$ cat src/rtl/u6502_pkg.sv
package u6502_pkg;

   typedef enum logic [1:0] {
      MODE_EXEC  = 2'd0,
      MODE_WRITE = 2'd1,
      MODE_READ  = 2'd2,
      MODE_LOAD  = 2'd3
   } mode_type;

   typedef enum logic [3:0] {
      OP_BAD, OP_LAX, OP_SAX, OP_DCM, OP_INS, OP_ARR, OP_ALR, OP_ANC,
      OP_SLO, OP_SRE, OP_RLA, OP_RRA
   } op_type;

   typedef enum logic [3:0] {
      AM_NONE, AM_IMM, AM_ZP, AM_ZPX, AM_ZPY, AM_ABS, AM_ABSX, AM_ABSY,
      AM_INDX, AM_INDY
   } am_type;

   localparam logic [7:0] FL_N = 8'h80;
   localparam logic [7:0] FL_V = 8'h40;
   localparam logic [7:0] FL_Z = 8'h02;
   localparam logic [7:0] FL_C = 8'h01;

   typedef struct packed {
      logic [1:0]  mode;
      logic [7:0]  opcode;
      logic [15:0] operand;
      logic [7:0]  data_byte;
      logic [7:0]  load_a;
      logic [7:0]  load_x;
      logic [7:0]  load_y;
      logic [7:0]  load_status;
      logic [15:0] load_pc;
   } req_type;

   typedef struct packed {
      logic [7:0]  acc;
      logic [7:0]  index_x;
      logic [7:0]  index_y;
      logic [7:0]  status;
      logic [15:0] prog_counter;
      logic [7:0]  read_byte;
      logic        unsupported;
   } rsp_type;

   typedef struct packed {
      op_type op;
      am_type am;
   } dec_type;

   function automatic dec_type decode(input logic [7:0] opc);
      dec_type d;
      d.op = OP_BAD;
      d.am = AM_NONE;
      case (opc)
         8'hAF: d = '{OP_LAX, AM_ABS};
         8'hBF: d = '{OP_LAX, AM_ABSY};
         8'hA7: d = '{OP_LAX, AM_ZP};
         8'hB7: d = '{OP_LAX, AM_ZPY};
         8'hB3: d = '{OP_LAX, AM_INDY};
         8'h8F: d = '{OP_SAX, AM_ABS};
         8'h87: d = '{OP_SAX, AM_ZP};
         8'h97: d = '{OP_SAX, AM_ZPY};
         8'h83: d = '{OP_SAX, AM_INDX};
         8'hCF: d = '{OP_DCM, AM_ABS};
         8'hC7: d = '{OP_DCM, AM_ZP};
         8'hEF: d = '{OP_INS, AM_ABS};
         8'hE7: d = '{OP_INS, AM_ZP};
         8'h6B: d = '{OP_ARR, AM_IMM};
         8'h4B: d = '{OP_ALR, AM_IMM};
         8'h0B: d = '{OP_ANC, AM_IMM};
         8'h0F: d = '{OP_SLO, AM_ABS};
         8'h1F: d = '{OP_SLO, AM_ABSX};
         8'h1B: d = '{OP_SLO, AM_ABSY};
         8'h07: d = '{OP_SLO, AM_ZP};
         8'h17: d = '{OP_SLO, AM_ZPX};
         8'h03: d = '{OP_SLO, AM_INDX};
         8'h13: d = '{OP_SLO, AM_INDY};
         8'h4F: d = '{OP_SRE, AM_ABS};
         8'h47: d = '{OP_SRE, AM_ZP};
         8'h2F: d = '{OP_RLA, AM_ABS};
         8'h27: d = '{OP_RLA, AM_ZP};
         8'h6F: d = '{OP_RRA, AM_ABS};
         8'h67: d = '{OP_RRA, AM_ZP};
         default: d = '{OP_BAD, AM_NONE};
      endcase
      return d;
   endfunction

endpackage

$ cat src/rtl/u6502_alu.sv
module u6502_alu (
   input  u6502_pkg::op_type   op,
   input  logic [7:0]          a_in,
   input  logic [7:0]          x_in,
   input  logic [7:0]          p_in,
   input  logic [7:0]          m_in,
   output logic [7:0]          a_out,
   output logic [7:0]          x_out,
   output logic [7:0]          p_out,
   output logic [7:0]          m_out,
   output logic                m_wr
);
   import u6502_pkg::*;

   logic       cin;
   logic       add_cin;
   logic [7:0] t;
   logic [7:0] addv;
   logic [8:0] sum;
   logic [7:0] diff;
   logic       do_add;

   // shared binary adder for INS and RRA; RRA adds with the bit shifted out
   assign cin     = p_in[0];
   assign add_cin = (op == OP_RRA) ? m_in[0] : cin;
   assign sum     = {1'b0, a_in} + {1'b0, addv} + {8'd0, add_cin};
   assign diff    = a_in - m_out;

   always_comb begin
      a_out  = a_in;
      x_out  = x_in;
      p_out  = p_in;
      m_out  = m_in;
      m_wr   = 1'b0;
      addv   = 8'd0;
      do_add = 1'b0;
      t      = a_in & m_in;
      case (op)
         OP_LAX: begin
            a_out = m_in;
            x_out = m_in;
         end
         OP_SAX: begin
            m_out = a_in & x_in;
            m_wr  = 1'b1;
         end
         OP_DCM: begin
            m_out = m_in - 8'd1;
            m_wr  = 1'b1;
         end
         OP_INS: begin
            m_out  = m_in + 8'd1;
            m_wr   = 1'b1;
            addv   = ~m_out;
            do_add = 1'b1;
         end
         OP_ARR: begin
            p_out[0] = t[0];
            a_out    = {cin, t[7:1]};
            p_out[6] = a_out[6] ^ a_out[5];
         end
         OP_ALR: begin
            p_out[0] = t[0];
            a_out    = {1'b0, t[7:1]};
         end
         OP_ANC: begin
            p_out[0] = t[7];
            a_out    = t;
         end
         OP_SLO: begin
            p_out[0] = m_in[7];
            m_out    = {m_in[6:0], 1'b0};
            m_wr     = 1'b1;
            a_out    = a_in | m_out;
         end
         OP_SRE: begin
            p_out[0] = m_in[0];
            m_out    = {1'b0, m_in[7:1]};
            m_wr     = 1'b1;
            a_out    = a_in ^ m_out;
         end
         OP_RLA: begin
            p_out[0] = m_in[7];
            m_out    = {m_in[6:0], cin};
            m_wr     = 1'b1;
            a_out    = a_in & m_out;
         end
         OP_RRA: begin
            m_out  = {cin, m_in[7:1]};
            m_wr   = 1'b1;
            addv   = m_out;
            do_add = 1'b1;
         end
         default: ;
      endcase
      // RRA adds with the carry shifted out of memory
      if (op == OP_RRA) begin
         p_out[0] = m_in[0];
      end
      if (do_add) begin
         p_out[0] = sum[8];
         p_out[6] = (a_in[7] ^ sum[7]) & (addv[7] ^ sum[7]);
         a_out    = sum[7:0];
      end
      if (op == OP_DCM) begin
         p_out[0] = a_in >= m_out;
         p_out[7] = diff[7];
         p_out[1] = diff == 8'd0;
      end else if (op != OP_SAX && op != OP_BAD) begin
         p_out[7] = a_out[7];
         p_out[1] = a_out == 8'd0;
      end
   end
endmodule

$ cat config.mk
export PLATFORM = sky130hd
export DESIGN_NAME = u6502_alu
export DESIGN_NICKNAME = d
export VERILOG_FILES = /design/src/rtl/u6502_pkg.sv /design/src/rtl/u6502_alu.sv
export SDC_FILE = /design/constraint.sdc
export NUM_CORES = 1
export LEC_CHECK = 0
export BUFFER_PORTS_ARGS = -buffer_cell sky130_fd_sc_hd__buf_2
export CAP_MARGIN = 20
export CORE_MARGIN = 2
export CORE_UTILIZATION = 35
export DETAILED_ROUTE_END_ITERATION = 8
export GPL_ROUTABILITY_DRIVEN = 0
export PLACE_DENSITY_LB_ADDON = 0.15
export RECOVER_POWER = 50
export SYNTH_ARGS = -nofsm -noshare
export SYNTH_HDL_FRONTEND = slang
export SYNTH_SLANG_ARGS = --single-unit
$ cat constraint.sdc
create_clock -name vclk -period 12.52
set_input_delay 1.878 -clock vclk [all_inputs]
set_output_delay 1.878 -clock vclk [all_outputs]
set_load 0.03 [all_outputs]
### Yosys cells after proc, flatten, opt, wreduce, memory -nomap -nowiden

Cells that the tools add are included.

| storage, ports and cells | value |
|---|---|
| flip-flop bits (word level) | 0 |
| bits of input ports | 36 |
| output and inout port bits | 33 |
| word-level logic and storage cells | 54 |

| cells by class | value |
|---|---|
| $add $sub $neg | 5 |
| $lt $le $gt $ge | 1 |
| equal/unequal tests | 12 |
| multiplexer cells | 18 |
| bitwise operators | 10 |
| reductions and logical operators | 8 |

Operators with widths:

| kind | count |
|---|---|
| $pmux W8 S7 | 2 |
| $and A8 B8 Y8 | 3 |
| $eq A4 B3 Y1 const B | 4 |
| $eq A4 B4 Y1 const B | 4 |
| $logic_not A8 Y1 | 2 |
| $mux W8 | 2 |
| $pmux W8 S2 | 1 |
| $mux W1 | 12 |
| $add A8 B8 Y9 | 1 |
| $add A9 B1 Y9 | 1 |
| $add A8 B1 Y8 const B | 1 |
| $eq A4 B2 Y1 const B | 2 |
| $ge A8 B8 Y1 | 1 |
| $not A8 Y8 | 1 |
| $or A8 B8 Y8 | 1 |
| $sub A8 B1 Y8 const B | 1 |
| $sub A8 B8 Y8 | 1 |
| $xor A8 B7 Y8 | 1 |
| $reduce_or A7 Y1 | 1 |
| $reduce_or A2 Y1 | 3 |
| $eq A4 B1 Y1 const B | 1 |
| $ne A4 B2 Y1 const B | 1 |
| $pmux W1 S4 | 1 |
| $reduce_bool A4 Y1 | 1 |
| other kinds (3) | 5 |

### Longest topological paths before layout

Gate-level depths: netlist (run 1).

| logic depth | value |
|---|---|
| depth in word-level cells | 9 |
| mapped depth | 17 |
| depth with buffers taken out | 15 |

### Least setup slack after synthesis (run 1)

OpenSTA, ideal clock, no wires.

| timing path | value |
|---|---|
| path type | input port to output port |
| start | input op[2] |
| end | output p_out[7] |
| data arrival time | 5.438 ns |
| required time | 10.642 ns |
| slack | 5.204 ns |
| stages | 14 |
| path buffers | 3 |
| path through | buf_2 > buf_2 > buf_1 > a21oi_1 > or3_1 > o31ai_1 > a221o_1 > ha_1 > nor2b_1 > o31a_1 > o41ai_1 > maj3_1 > xor2_1 > a221oi_1 |

| between the ends | value |
|---|---|
| elaborated cells between the ends (all ways) | 26 |

RTL lines:

| item | line | text |
|---|---|---|
| from (decl) | u6502_alu.sv:2 | `input u6502_pkg::op_type op,` |
| $eq A4 B4 Y1 (tied with other cells) | u6502_alu.sv:38 | `case (op)` |
| $pmux W8 S7 * | u6502_alu.sv:38 |  |
| named net m_out[0] | u6502_alu.sv:10 | `output logic [7:0] m_out,` |
| $sub A8 B8 Y8 * | u6502_alu.sv:27 | `assign diff = a_in - m_out;` |
| $mux W1 * | u6502_alu.sv:105 | `if (op == OP_DCM) begin` |
| to (decl) | u6502_alu.sv:9 | `output logic [7:0] p_out,` |

Mark *: on every way through the listed nets, which the timed path passes. The rest lies on a longest branch.

### Worst setup path in the final report (run 1)

| timing path | value |
|---|---|
| start | input op[0] |
| end | output p_out[7] |

| between the ends | value |
|---|---|
| longest elaborated chain between the ends | 7 |
| elaborated cells between the ends (all ways) | 26 |

Ends and longest elaborated chain:

| item | line | text |
|---|---|---|
| $eq A4 B4 Y1 / $eq A4 B3 Y1 (equally long branches) | u6502_alu.sv:25, u6502_alu.sv:38 |  |
| $pmux W8 S2 | u6502_alu.sv:38 |  |
| $add A8 B8 Y9 | u6502_alu.sv:26 | `assign sum = {1'b0, a_in} + {1'b0, addv} + {8'd0, add_cin};` |
| $add A9 B1 Y9 | u6502_alu.sv:26 |  |
| $mux W8 | u6502_alu.sv:100 | `if (do_add) begin` |
| $mux W1 | u6502_alu.sv:109 | `end else if (op != OP_SAX && op != OP_BAD) begin` |
| $mux W1 * | u6502_alu.sv:105 |  |

Mark *: on every way between the ends. The rest lies on a longest branch, timed or not.

==> flow_summary.json, run 1 <==
{
  "grt_pass1_wl_mm": 16.2,
  "fillCellCount": 820,
  "wl_per_cell_um": 18.8,
  "path_class": "primary input to output port",
  "synthCells": 415,
  "nets": 502,
  "end_kind": "output port",
  "rows": 31,
  "grt_max_degree": 31,
  "diodes": 0,
  "holdWs_ns": 3.76,
  "finalCriticalPeriod_ns": 9.49,
  "grt_antenna_before_repair": 0,
  "vias_per_cell": 6.22,
  "clockBufferCount": 0,
  "arrival_ns": 7.61,
  "synthToLayoutAreaGrowth_pct": 8.95,
  "failed_checks": "max-capacitance violations, max-slew violations",
  "ctsResizeCount": 0,
  "setup_violations": 0,
  "avgSynthCellArea_sq_um": 6.43,
  "fp.dieH_um": 91.3,
  "setup-tns-final_ns": 0,
  "slew-limit-headroom_pct": -39.9,
  "status": "complete, but fails checks",
  "maxCapViolations": 1,
  "dr.pass1.iters": 5,
  "drive_gt1_share_pct": 16.2,
  "critPathLaunchType": "primary input",
  "drc_errors": 0,
  "worstSetupStartpoint": "op[0]",
  "hold_viol": 0,
  "cts_setup_buffers": 0,
  "clock.fmax_mhz": 105,
  "p_leak_nw": 1.18,
  "final_common_cell": "buf_2",
  "first_global_vias": 3024,
  "ant_nets": 0,
  "irDropWorstVdd_mv": 0.0198,
  "ios": 69,
  "nFlopsAndLatches": 0,
  "worstMarginPinSlew_ns": 2.07,
  "vias": 3382,
  "netlist_area_sq_um": 2670,
  "crit_path_end": "p_out[7]",
  "layout_common_cells": "buf_2, nand2_1, nor2_1",
  "drt_iter0_markers": 421,
  "synth_fp_nets": 470,
  "wirelength_mm": 10.2,
  "slew_viol_final": 14,
  "track_usage_pct": 23.4,
  "power.density_nw_per_um2": 48.5,
  "hold_buffers": 0,
  "fin_crit_sh_pct": 75.8,
  "die_w_um": 91.3,
  "start_util_pct": 36.4,
  "rsz0062_at_grt": "false",
  "port_buffers": 61,
  "regArea_sq_um": 0,
  "worstHoldPathType": "primary input to output port",
  "core_area_sq_um": 7330,
  "required_ns": 10.64,
  "ys_types": 76,
  "die-area_sq_um": 8340,
  "dp_hpwl_mm": 7.70,
  "overflow": 0,
  "yosys_warnings": 0,
  "cp_max_fo": 30,
  "seq_area_frac_synth_pct": 0
}
==> cell usage after synthesis (4+ instances only) <==
cell,count,area share (%)
o32ai_1,4,1.3
nor3_1,10,1.9
nor4_1,4,0.94
a211oi_1,8,2.2
nor2b_1,6,1.4
and4_1,4,1.3
o31ai_1,5,1.4
buf_2,6,1.1
xor2_1,8,2.6
o211ai_1,5,1.4
o22ai_1,10,2.3
nor2_1,42,5.9
or3_1,4,0.94
mux2_2,8,3.4
xnor2_1,8,2.6
inv_1,20,2.8
nand2b_1,6,1.4
a31oi_1,6,1.4
mux2i_1,6,2.2
nand3_1,9,1.7
nand2_1,46,6.5
clkbuf_1,19,2.7
buf_4,4,1.1
o21ai_0,25,4.7
o21a_1,6,1.7
a21o_1,6,1.7
and3_1,5,1.2
ha_1,16,7.5
a21oi_1,33,6.2
==> how the worst min path moves through the flow <==
stage | depth (start not counted) | from | endpoint | slack [ns]
6_report | 0 | p_in[3] | p_out[3] | 3.76
5_1_grt | 0 | p_in[3] | p_out[3] | 3.76
4_1_cts | 0 | p_in[2] | p_out[2] | 3.76
3_5_place_dp | 0 | p_in[2] | p_out[2] | 3.76
3_3_place_gp | 0 | p_in[2] | p_out[2] | 3.76
2_1_floorplan | 1 | p_in[2] | p_out[2] | 3.89
==> metrics by stage <==
step	total power, mW	utilization, %	cell area [sq um]	std cells	worst slack (ns)
after detailed placement	0.140	40.2	2950	544	4.22
after CTS	0.141	40.2	2950	544	4.19
final	0.141	39.7	2910	544	3.03
after global routing	0.153	39.7	2910	544	2.69
after floorplan	0.105	-	2670	415	5.20
after global placement	0.140	40.2	2950	544	4.23
==> critical path: stages <==
cell and delay [ns]:
clkbuf_1 0.51, nor4b_1 1.84, nor2_1 0.46, clkinv_1 0.33, o221ai_1 0.17, a211oi_1 0.36
ha_1 0.34, o21a_1 0.19, o31a_1 0.14, o41ai_1 0.47, maj3_1 0.30, xor2_1 0.09
a221oi_1 0.27, buf_2 0.26
==> power breakdown <==
part	internal (mW)	leakage, nW	switching (mW)
Combinational	0.0485	1.18	0.0927
Clock	0	0	0
Sequential	0	0	0
Total	0.0485	1.18	0.0927
==> cell families (layout without fill, tap and decap cells) <==
kind of cell,Yosys count,in the layout,share of synthesized area (%)
buffers and inverters,54,84,9.14
muxes,14,14,5.62
xor gates and xnor gates,16,16,5.25
and+or+nand+nor,158,158,30.3
adders and majority gates,20,20,10.1
AOI/OAI and AO/OA,153,153,39.6
==> per-layer routing <==
| layer | global-route usage [%] | routed length (um) | share of wire, % | up-vias |
|---|---|---|---|---|
| met5 | 0 | 0 | 0 | - |
| met4 | 3.79 | 162 | 1.6 | 0 |
| met3 | 1.99 | 845 | 8.3 | 20 |
| met2 | 36.4 | 4430 | 43 | 194 |
| met1 | 35.5 | 4800 | 47 | 1541 |
| li1 | - | - | - | 1627 |
==> area by class of cell <==
cell class / count / area (sq um) / area share, %
Inverter: 22 / 82.6 / 2.84
Multi-Input combinational cell: 361 / 2400 / 82.7
Tap cell: 99 / 124 / 4.26
Timing Repair Buffer: 62 / 298 / 10.2
(Power assumes the default switching activity.)
==> run 2: changes to the inputs <==
Settings changed: ABC_AREA set to 1.
Clock period 12.52 ns to 9.8 ns, I/O delays scaled along.
==> run 2 against run 1 <==
- the run now ends clean
- power is 26% higher
- synthesized cell count is 22% higher
- wire length is 0.55% lower
- area after synthesis is 2.5% lower
- core utilization is 0.64 points higher
- combinational power is 26% higher
- critical path depth is 9 higher
- worst setup slack worse by 0.053 ns
- global-route usage is 0.87 points higher
- clock-buffer cell count stayed put
- largest power group unchanged
==> flow_summary.json, run 2 <==
{
  "power_mw": 0.178,
  "path_class": "primary input to output port",
  "port_buffers": 61,
  "clkPwrFrac_pct": 0,
  "first_global_vias": 3230,
  "crit_chain": "buf_2 -> inv_2 -> nand2_4 -> nor2_1 -> inv_1 -> o21ai_0 -> fa_1 -> inv_1 -> fa_1 -> inv_1 -> nand2_1 -> nand3_1 -> nand2_1 -> nand2_1 -> nor2_1 -> a21oi_1 -> nand2_1 -> nor2_1 -> nand3_1 -> nand2_1 -> nand2_1 -> nand2_1 -> buf_2",
  "track_usage_pct": 24.3,
  "cp_top_family": "simple AND/OR/NAND/NOR gates",
  "vias_per_cell": 5.47,
  "drt_iter0_markers": 409,
  "core_area_sq_um": 7210,
  "irDropWorstVdd_mv": 0.0238,
  "layout_common_cells": "nand2_1, inv_1, nand3_1",
  "end_kind": "output port",
  "slew-limit-headroom_pct": 35.0,
  "maxCapViolations": 0,
  "ctsResizeCount": 0,
  "avgSynthCellArea_sq_um": 5.14,
  "finalCriticalPeriod_ns": 6.82,
  "die_w_um": 90.2,
  "fp.dieH_um": 90.2,
  "regArea_sq_um": 0,
  "seq_area_frac_synth_pct": 0,
  "vias": 3557,
  "grt_antenna_before_repair": 0,
  "nets": 608,
  "switching_power_mw": 0.124,
  "synthCells": 506,
  "diodes": 0,
  "seq_power_share_pct": 0,
  "dp_hpwl_mm": 8.22,
  "wirelength_mm": 10.2,
  "synth.top_cell.area_share_pct": 21.8,
  "arrival_ns": 5.35,
  "setup_violations": 0,
  "drc_errors": 0,
  "fillCellCount": 883,
  "setup-tns-final_ns": 0,
  "required_ns": 8.33,
  "synthToLayoutAreaGrowth_pct": 11.8,
  "critPathLaunchType": "primary input",
  "start_util_pct": 36.1,
  "crit_buf_inv": 6,
  "slew_viol_final": 0,
  "p_leak_nw": 1.64,
  "combPwrFrac_pct": 100.0,
  "power.density_nw_per_um2": 61.2,
  "clock.fmax_mhz": 147,
  "cpMostUsedCell": "nand2_1",
  "grt_max_degree": 18,
  "ios": 69,
  "clockBufferCount": 0,
  "cp_max_fo": 9,
  "grt_pass1_wl_mm": 16.4,
  "fin_crit_sh_pct": 69.6,
  "wl_per_cell_um": 15.7,
  "overflow": 0,
  "internal_power_mw": 0.0542,
  "synthTopCellsByCount": "nand2_1, inv_1, nand3_1",
  "hold_buffers": 0,
  "ant_nets": 0,
  "netlist_area_sq_um": 2600,
  "yosysMostFrequentCell": "nand2_1",
  "worstMarginPinSlew_ns": 0.971,
  "drive_gt1_share_pct": 13.4,
  "synth_fp_nets": 561,
  "nFlopsAndLatches": 0,
  "synth.area.top_cells": "nand2_1, nand3_1, inv_1",
  "slowest_delay_ns": 0.74,
  "slowest_stage": "nor2_1",
  "hold_viol": 0,
  "rsz0062_at_grt": "false",
  "yosysTopAreaCell": "nand2_1",
  "netSwitchingFraction_pct": 69.6,
  "final_common_cell": "nand2_1",
  "die-area_sq_um": 8140,
  "rows": 31,
  "status": "complete, no violations",
  "ys_types": 44,
  "yosys_warnings": 0,
  "worstHoldPathType": "primary input to output port",
  "cts_setup_buffers": 0,
  "dr.pass1.iters": 5
}
==> run 2: cell types whose count changed after synthesis, moves of 7 or more <==
cell,previous run,this run
mux2_2,8,0
nor3_1,10,3
a21oi_1,33,19
clkbuf_1,19,5
a211oi_1,8,0
nand3_1,9,61
nand2_1,46,151
nor2_1,42,59
inv_1,20,67
==> run 2: layer usage <==
metal | track usage (%) | vias to the layer above | wire, um
li1 | - | 1757 | -
met1 | 35.8 | 1562 | 4710
met2 | 38.2 | 214 | 4350
met3 | 1.93 | 24 | 871
met4 | 6.03 | 0 | 247
met5 | 0 | - | 0
==> run 2: final cells by class <==
| class | count | area (sq um) | share of cell area [%] |
|---|---|---|---|
| Inverter | 72 | 270 | 9.29 |
| Multi-Input combinational cell | 417 | 2210 | 76.0 |
| Timing Repair Buffer | 62 | 304 | 10.5 |
| Tap cell | 99 | 124 | 4.26 |
==> run 2: logic make-up after synthesis <==
| family | count (synthesis) | share of synthesized area (%) |
|---|---|---|
| AOI/OAI and AO/OA | 79 | 18.0 |
| adders and majority gates | 19 | 10.0 |
| xor gates and xnor gates | 11 | 3.70 |
| buffers and inverters | 89 | 14.2 |
| and+or+nand+nor | 308 | 54.1 |
==> run 2: path summary, 6_finish.rpt <==
path,startpoint,endpoint,slack [ns],depth (start not counted)
worst max-delay path,op[1],p_out[1],2.98,23
worst min-delay path,p_in[2],p_out[2],2.94,0
==> run 2: per-stage QoR <==
| step | worst slack, ns | hold slack [ns] | instances | area (sq um) | utilization, % |
|---|---|---|---|---|---|
| floorplan | 3.82 | 3.07 | 506 | 2600 | - |
| global placement | 3.55 | 2.94 | 650 | 2940 | 40.8 |
| detailed placement | 3.60 | 2.94 | 650 | 2940 | 40.8 |
| CTS | 3.58 | 2.94 | 650 | 2940 | 40.8 |
| global route | 2.56 | 2.94 | 650 | 2910 | 40.3 |
| finish | 2.98 | 2.94 | 650 | 2910 | 40.3 |
==> run 2: power groups by stage <==
stage | Combinational (mW) | Sequential, mW | Clock (mW)
floorplan | 0.131 | 0 | 0
global placement | 0.177 | 0 | 0
detailed placement | 0.177 | 0 | 0
CTS | 0.178 | 0 | 0
global route | 0.197 | 0 | 0
finish | 0.178 | 0 | 0
